$ cat src/bcd_pkg.sv
// Shared types, codes and helpers for the button click detector.
`timescale 1ns / 1ps
package bcd_pkg;

   localparam int unsigned TIMER_W = 8;
   localparam int unsigned CSR_INDEX_W = 1;

   typedef logic [TIMER_W-1:0] timer_type;

   // Configuration register indexes
   localparam logic [CSR_INDEX_W-1:0] CSR_LONG_PRESS_TICKS    = 1'b0;
   localparam logic [CSR_INDEX_W-1:0] CSR_DOUBLE_CLICK_WINDOW = 1'b1;

   localparam timer_type LONG_PRESS_TICKS_RESET    = 8'd15;
   localparam timer_type DOUBLE_CLICK_WINDOW_RESET = 8'd3;
   localparam timer_type TIMER_MAX                 = 8'hFF;

   typedef enum logic [1:0] {
      EV_NONE   = 2'd0,
      EV_CLICK  = 2'd1,
      EV_DOUBLE = 2'd2,
      EV_LONG   = 2'd3
   } event_type;

   typedef enum logic [3:0] {
      PH_IDLE    = 4'b0001,
      PH_CONFIRM = 4'b0010,
      PH_HOLD    = 4'b0100,
      PH_WAIT    = 4'b1000
   } press_phase_type;

   typedef enum logic [1:0] {
      CK_IDLE = 2'b01,
      CK_HELD = 2'b10
   } click_phase_type;

   // One accepted item as seen by the state machines
   typedef struct packed {
      logic fire;
      logic tick;
      logic down;
   } step_type;

   function automatic timer_type sat_inc(input timer_type v);
      sat_inc = (v == TIMER_MAX) ? v : v + timer_type'(1);
   endfunction

endpackage

$ cat src/bcd_press.sv
// Press machine: confirms a press, times the hold, reports click or long press.
`timescale 1ns / 1ps
module bcd_press (
   input  logic                clock,
   input  logic                reset,
   input  bcd_pkg::step_type   step,
   input  bcd_pkg::timer_type  long_press_ticks,
   output bcd_pkg::event_type  press_event
);
   import bcd_pkg::*;

   press_phase_type phase_ff, phase_in;
   timer_type       hold_ff, hold_in;

   always_comb begin
      phase_in    = phase_ff;
      hold_in     = hold_ff;
      press_event = EV_NONE;
      if (step.fire) begin
         if (step.tick) begin
            hold_in = sat_inc(hold_ff);
         end else begin
            case (phase_ff)
               PH_IDLE: begin
                  if (step.down) phase_in = PH_CONFIRM;
               end
               PH_CONFIRM: begin
                  if (step.down) begin
                     hold_in  = '0;
                     phase_in = PH_HOLD;
                  end else begin
                     phase_in = PH_IDLE;
                  end
               end
               PH_HOLD: begin
                  if (!step.down) begin
                     press_event = EV_CLICK;
                     phase_in    = PH_IDLE;
                  end else if (hold_ff >= long_press_ticks) begin
                     press_event = EV_LONG;
                     phase_in    = PH_WAIT;
                  end
               end
               PH_WAIT: begin
                  if (!step.down) phase_in = PH_IDLE;
               end
               default: begin
                  phase_in = PH_IDLE;
               end
            endcase
         end
      end
   end

   always_ff @(posedge clock) begin
      if (reset) begin
         phase_ff <= PH_IDLE;
         hold_ff  <= '0;
      end else begin
         phase_ff <= phase_in;
         hold_ff  <= hold_in;
      end
   end

endmodule

$ cat src/bcd_click.sv
// Click stage: holds back a first click, merges a second into a double click.
`timescale 1ns / 1ps
module bcd_click (
   input  logic                clock,
   input  logic                reset,
   input  bcd_pkg::step_type   step,
   input  bcd_pkg::event_type  press_event,
   input  bcd_pkg::timer_type  double_click_window,
   output bcd_pkg::event_type  click_event
);
   import bcd_pkg::*;

   click_phase_type phase_ff, phase_in;
   timer_type       window_ff, window_in;

   always_comb begin
      phase_in    = phase_ff;
      window_in   = window_ff;
      click_event = EV_NONE;
      if (step.fire) begin
         if (step.tick) begin
            window_in = sat_inc(window_ff);
         end else begin
            case (phase_ff)
               CK_IDLE: begin
                  if (press_event == EV_CLICK) begin
                     window_in = '0;
                     phase_in  = CK_HELD;
                  end else begin
                     click_event = press_event;
                  end
               end
               CK_HELD: begin
                  // a long press here is dropped
                  if (press_event == EV_CLICK) begin
                     click_event = EV_DOUBLE;
                     phase_in    = CK_IDLE;
                  end else if (window_ff > double_click_window) begin
                     click_event = EV_CLICK;
                     phase_in    = CK_IDLE;
                  end
               end
               default: begin
                  phase_in = CK_IDLE;
               end
            endcase
         end
      end
   end

   always_ff @(posedge clock) begin
      if (reset) begin
         phase_ff  <= CK_IDLE;
         window_ff <= '0;
      end else begin
         phase_ff  <= phase_in;
         window_ff <= window_in;
      end
   end

endmodule

$ cat src/bcd_out_buf.sv
// Two-entry result buffer: output register plus skid register.
`timescale 1ns / 1ps
module bcd_out_buf (
   input  logic                clock,
   input  logic                reset,
   input  logic                push,
   input  bcd_pkg::event_type  push_event,
   output logic                full,
   output logic                out_valid,
   input  logic                out_stall,
   output bcd_pkg::event_type  out_event
);
   import bcd_pkg::*;

   logic      head_valid_ff, head_valid_in;
   logic      skid_valid_ff, skid_valid_in;
   event_type head_ff, head_in;
   event_type skid_ff, skid_in;
   logic      pop;

   assign pop       = head_valid_ff && !out_stall;
   assign full      = skid_valid_ff;
   assign out_valid = head_valid_ff;
   assign out_event = head_ff;

   always_comb begin
      head_valid_in = head_valid_ff;
      skid_valid_in = skid_valid_ff;
      head_in       = head_ff;
      skid_in       = skid_ff;
      if (skid_valid_ff) begin
         // full: no push can arrive
         if (pop) begin
            head_in       = skid_ff;
            skid_valid_in = 1'b0;
         end
      end else if (head_valid_ff && !pop && push) begin
         skid_in       = push_event;
         skid_valid_in = 1'b1;
      end else begin
         head_valid_in = push || (head_valid_ff && !pop);
         if (push) head_in = push_event;
      end
   end

   always_ff @(posedge clock) begin
      if (reset) begin
         head_valid_ff <= 1'b0;
         skid_valid_ff <= 1'b0;
      end else begin
         head_valid_ff <= head_valid_in;
         skid_valid_ff <= skid_valid_in;
      end
      head_ff <= head_in;
      skid_ff <= skid_in;
   end

endmodule

$ cat src/button_click_double_long_detector_core.sv
// Top level of the push-button click, double click and long press detector.
// Channel   Direction  Handshake            Payload
// req_      in         req_valid/req_stall  req_command, req_button_down
// rsp_      out        rsp_valid/rsp_stall  rsp_event_code
// csr_      in         csr_write            csr_index, csr_data
//
// One item is taken per clock while req_stall is low, and each yields exactly
// one result item, registered in the output or, behind a waiting one, the skid
// register. Press and click machines feed back on themselves and set the rate.
// Reset is synchronous: both machines go idle, both timers clear, the
// registers return to 15 and 3, and the result buffer empties.
// The result buffer holds two items, so req_stall rises only when a result is
// waiting in the output register and a second one sits in the skid register.
`timescale 1ns / 1ps
module button_click_double_long_detector_core (
   input  logic                                clock,
   input  logic                                reset,
   input  logic                                req_valid,
   output logic                                req_stall,
   input  logic                                req_command,
   input  logic                                req_button_down,
   output logic                                rsp_valid,
   input  logic                                rsp_stall,
   output logic [1:0]                          rsp_event_code,
   input  logic                                csr_write,
   input  logic [bcd_pkg::CSR_INDEX_W-1:0]     csr_index,
   input  logic [bcd_pkg::TIMER_W-1:0]         csr_data
);
   import bcd_pkg::*;

   timer_type long_press_ticks_ff;
   timer_type double_click_window_ff;
   step_type  step;
   event_type press_event;
   event_type click_event;
   event_type out_event;
   logic      buf_full;

   // Hold configuration; user writes only while the block is idle, not enforced
   always_ff @(posedge clock) begin
      if (reset) begin
         long_press_ticks_ff    <= LONG_PRESS_TICKS_RESET;
         double_click_window_ff <= DOUBLE_CLICK_WINDOW_RESET;
      end else if (csr_write) begin
         case (csr_index)
            CSR_LONG_PRESS_TICKS:    long_press_ticks_ff    <= csr_data;
            CSR_DOUBLE_CLICK_WINDOW: double_click_window_ff <= csr_data;
            default: ;
         endcase
      end
   end

   // Accept an item whenever the result buffer has room
   assign req_stall = buf_full;
   assign step.fire = req_valid && !req_stall;
   assign step.tick = req_command;
   assign step.down = req_button_down;

   bcd_press u_press (
      .clock            (clock),
      .reset            (reset),
      .step             (step),
      .long_press_ticks (long_press_ticks_ff),
      .press_event      (press_event)
   );

   // Chain the press event straight into the click stage, same cycle
   bcd_click u_click (
      .clock               (clock),
      .reset               (reset),
      .step                (step),
      .press_event         (press_event),
      .double_click_window (double_click_window_ff),
      .click_event         (click_event)
   );

   // Register the result; a timer tick always gives no event
   bcd_out_buf u_out_buf (
      .clock      (clock),
      .reset      (reset),
      .push       (step.fire),
      .push_event (click_event),
      .full       (buf_full),
      .out_valid  (rsp_valid),
      .out_stall  (rsp_stall),
      .out_event  (out_event)
   );

   assign rsp_event_code = out_event;

endmodule

$ cat config.mk
export PLATFORM = sky130hd
export DESIGN_NAME = button_click_double_long_detector_core
export DESIGN_NICKNAME = d
export VERILOG_FILES = /design/src/bcd_pkg.sv /design/src/bcd_press.sv /design/src/bcd_click.sv /design/src/bcd_out_buf.sv /design/src/button_click_double_long_detector_core.sv
export SDC_FILE = /design/constraint.sdc
export NUM_CORES = 1
export LEC_CHECK = 0
export ABC_AREA = 1
export BUFFER_PORTS_ARGS = -buffer_cell sky130_fd_sc_hd__buf_2
export CELL_PAD_IN_SITES_DETAIL_PLACEMENT = 1
export CELL_PAD_IN_SITES_GLOBAL_PLACEMENT = 1
export CORE_MARGIN = 8
export CORE_UTILIZATION = 40
export DETAILED_ROUTE_END_ITERATION = 8
export PLACE_DENSITY_LB_ADDON = 0.1
export SYNTH_ARGS = -nofsm -noshare
export SYNTH_HDL_FRONTEND = slang
export SYNTH_SLANG_ARGS = --single-unit
$ cat constraint.sdc
create_clock -name clock -period 1.5 [get_ports clock]
set_input_delay 0 -clock clock [delete_from_list [all_inputs] [get_ports clock]]
set_output_delay 0 -clock clock [all_outputs]
set_load 0.02 [all_outputs]
==> results by group <==
Setup path
  • Cells on worst reg2reg path: 12
  • CP Max Fanout: 3
  • Crit path arrival time: 1.89 ns
  • Reg-to-reg startpoint: double_click_window_ff[7]
  • Worst R2R End: u_click.phase_ff[0]
  • CP max-delay cell: dfxtp_2
  • Crit-path cells: inv_2 -> ha_4 -> a21o_1 -> nor2_2 -> nand2_2 -> buf_4 -> nand2_1 -> nand2_1 -> nand2_2 -> nand2_2 -> nand2_1 -> nand3_1
  • Setup CP Type: reg -> reg
  • Reg-to-reg setup timing slack: -0.22 ns
  • CP peak stage delay: 0.34 ns
  • CP Launch Type: flop
  • Worst setup EP type: flop
  • Crit path required time: 1.67 ns

Synth
  • XOR/XNOR Fraction of Synth Area: 0.0208
  • Largest family of logic cells by synthesized area: simple AND/OR/NAND/NOR gates
  • Yosys top cell area share: 0.317
  • Multiplexer area fraction after synthesis: 0
  • Dominant synthesized flop cell: dfxtp_1
  • Number of enable-type register cells in the synthesized netlist: 4
  • Syn_nets: 372
  • Synth top cells by count: nand2_1 (69), inv_1 (43), dfxtp_1 (40), a21oi_1 (35), nor2_1 (26)
  • Post-Synthesis Cells: 336
  • Synth area leaders: dfxtp_1 (32%), nand2_1 (10%), ha_1 (9.9%)
  • Count leader, synth: nand2_1
  • Async SR Flop Fraction: 0
  • Syn. warnings: 0
  • Mean Syn Cell Area: 7.52 µm²
  • Yosys cell types: 40
  • Area leader, netlist: dfxtp_1
  • Post-synthesis compound-gate area fraction: 0.151
  • Adder-cell area share of the yosys netlist: 0.0990
  • Post-synthesis simple-gate area fraction: 0.275
  • Synthesized cell area: 2530 µm²
  • Sequential cell area fraction in the yosys report: 0.364
  • #FFs+latches synth: 44

CTS
  • Clock transition at path regs: 0.09 ns
  • Htree depth: 2
  • Clock Tree Buf Depth: 2
  • Root Buffer: clkbuf_8
  • Skew-Pair Late Insertion Delay: 0.30 ns
  • CTS tree: yes
  • TritonCTS Buffers: 5
  • # clock sinks: 44

Global route
  • Congestion Overflow GR: 0
  • Vias in the first global route: 2,683
  • Largest net degree at the start of global routing: 19
  • Initial antenna violation count: 0
  • Global-route wire length before repair: 12,400 µm
  • Total track usage: 0.174

Die
  • FP Rows: 29
  • Die area: 9120 µm²
  • Die height: 95.5 µm
  • Initial Utilization: 0.405
  • Core region area: 6240 µm²
  • Horiz. Die Dim: 95.5 µm
  • Io pins: 20

Routing
  • Post-route ant nets: 0
  • Post-DR vias/cell: 5.21
  • Routed WL per cell: 17.4 µm
  • Pre-Repair DR Iteration Count: 4
  • Total number of vias: 2,622
  • WL final: 8770 µm
  • DRT iter0 DRCs: 59
  • DRC Markers: 0

Power and ir drop
  • Internal power: 1.89 mW
  • Sequential share of power: 0.474
  • Max IR drop VDD: 0.000520 V
  • Power Density: 685 nW/µm²
  • Leak: 1.76 nW
  • Combinational share of power: 0.207
  • Total Power: 2.68 mW
  • Sw Ratio: 0.294
  • Clock power frac: 0.318
  • Switching power total: 0.789 mW

Layout
  • Antenna Cells: 0
  • Area delta synth->final: 54.9%
  • Fin nets: 462
  • Fin util: 0.627
  • Ratio of cells with drive above 1 in the final layout: 0.570

STA
  • Slew margin rel.: 0.607
  • Worst Skew: 0.00715 ns
  • Peak Freq: 580 MHz
  • Fin. max-slew vios: 0
  • Fin crit period: 1.72 ns
  • Final setup violation count: 19
  • RSZ-0062 raised after global routing: true
  • Final Cycle Share: 1.15
  • Fin worst setup slack: -0.225 ns
  • Final hold violations: 0
  • Worst-Margin Slew: 0.589 ns
  • Post-route setup TNS: -1.56 ns

Job
  • Max Cap Viol: 0

Status
  • Failing checks: setup timing
  • Status: finished with violations

Placed design
  • Final GP Congestion: 0.782
  • IO buf count: 19
  • Post-detail-place hpwl: 5340 µm

Min path
  • Worst hold path cell count: 3
  • Worst Hold Endpoint: double_click_window_ff[6]
  • Min-delay worst type: in -> reg
  • Worst Min Path Start: csr_data[6]
==> worst max-delay path by stage <==
| stage | startpoint | end | slack (ns) | cells past startpoint |
|---|---|---|---|---|
| after floorplan | u_press.hold_ff[7] | u_out_buf.out_event[1] | 0.004 | 9 |
| after global placement | long_press_ticks_ff[3] | u_out_buf.out_event[1] | -0.15 | 9 |
| after detailed placement | long_press_ticks_ff[3] | u_out_buf.out_event[1] | -0.16 | 9 |
| after CTS | u_click.window_ff[1] | u_out_buf.out_event[0] | -0.06 | 11 |
| after global routing | double_click_window_ff[7] | u_click.phase_ff[1] | -0.27 | 11 |
| final | double_click_window_ff[7] | u_click.phase_ff[0] | -0.22 | 12 |
==> cell type report <==
type / instances / area, µm²
flip-flops and latches: 44 / 957
inverters: 51 / 208
multi-input cells: 235 / 1900
well taps: 77 / 96.3
clock buffers: 7 / 96.3
fillers: 737 / 2330
repair buffers: 89 / 657
==> layout by cell type, fill, tap and decap left out, types with 9 or more instances in the layout <==
cell type  count
dfxtp_2       20
inv_2         20
nand2_4       15
a21oi_1       19
nand3_1       14
buf_4         61
nand2_2       25
ha_4          15
nor2_1        19
nand4_1        9
buf_2         19
inv_1         26
nand2_1       32
a21oi_2       18
o21ai_0       13
dfxtp_1       17
==> stage by stage <==
stage          cell area (µm²)  setup WS [ns]  hold WS (ns)  std cells
5_1_grt                   3910         -0.266        0.0370        503
2_1_floorplan             2530        0.00430         0.113        336
3_3_place_gp              3050         -0.147         0.239        473
6_report                  3910         -0.225        0.0177        503
3_5_place_dp              3050         -0.159         0.232        473
4_1_cts                   3520        -0.0606       0.00958        492
==> logic make-up (layout without fill, tap and decap cells) <==
family	count (synthesis)	after routing
xor+xnor	6	6
simple gates	144	144
fa+ha+maj	20	20
flops	44	44
buf+inv	57	147
compound gates	65	65
==> power by group through the flow <==
stage / Clock (mW) / Sequential [mW] / Combinational [mW]
after floorplan: 0 / 1.30 / 0.209
after global placement: 0 / 1.28 / 0.372
after detailed placement: 0 / 1.29 / 0.382
after CTS: 0.847 / 1.27 / 0.465
after global routing: 0.888 / 1.28 / 0.605
final: 0.853 / 1.27 / 0.556
==> layer usage <==
layer / vias to the layer above / track usage / share of wire
li1: 1286 / - / -
met2: 22 / 0.332 / 0.54
met3: 10 / 0.0189 / 0.015
met5: - / 0 / 0
met1: 1304 / 0.194 / 0.43
met4: 0 / 0.0576 / 0.022
==> critical path, delay by kind of cell (launching register included) <==
kind | cells | cell delay, ns
simple gates | 8 | 0.66
compound gates | 1 | 0.17
flops | 1 | 0.34
buf+inv | 2 | 0.22
fa+ha+maj | 1 | 0.21
==> state kept, by name, indices dropped and copies added, names as in the netlist <==
name / cells
u_out_buf.out_event: 2
u_click.window_ff: 8
u_click.phase_ff: 2
u_out_buf.out_valid: 1
u_press.hold_ff: 8
u_out_buf.full: 1
long_press_ticks_ff: 8
u_press.phase_ff: 4
u_out_buf.skid_ff: 2
double_click_window_ff: 8
==> what timing repair did <==
item / 4_1_cts / 5_1_grt
pin swaps: 41 / 36
hold buffers: 5 / 0
endpoints found under the setup margin: 26 / 25
endpoints found under the hold margin: 7 / 0
setup buffers: 7 / 11
resized for setup: 70 / 90
Note: power is estimated with default switching activity, not from simulation.
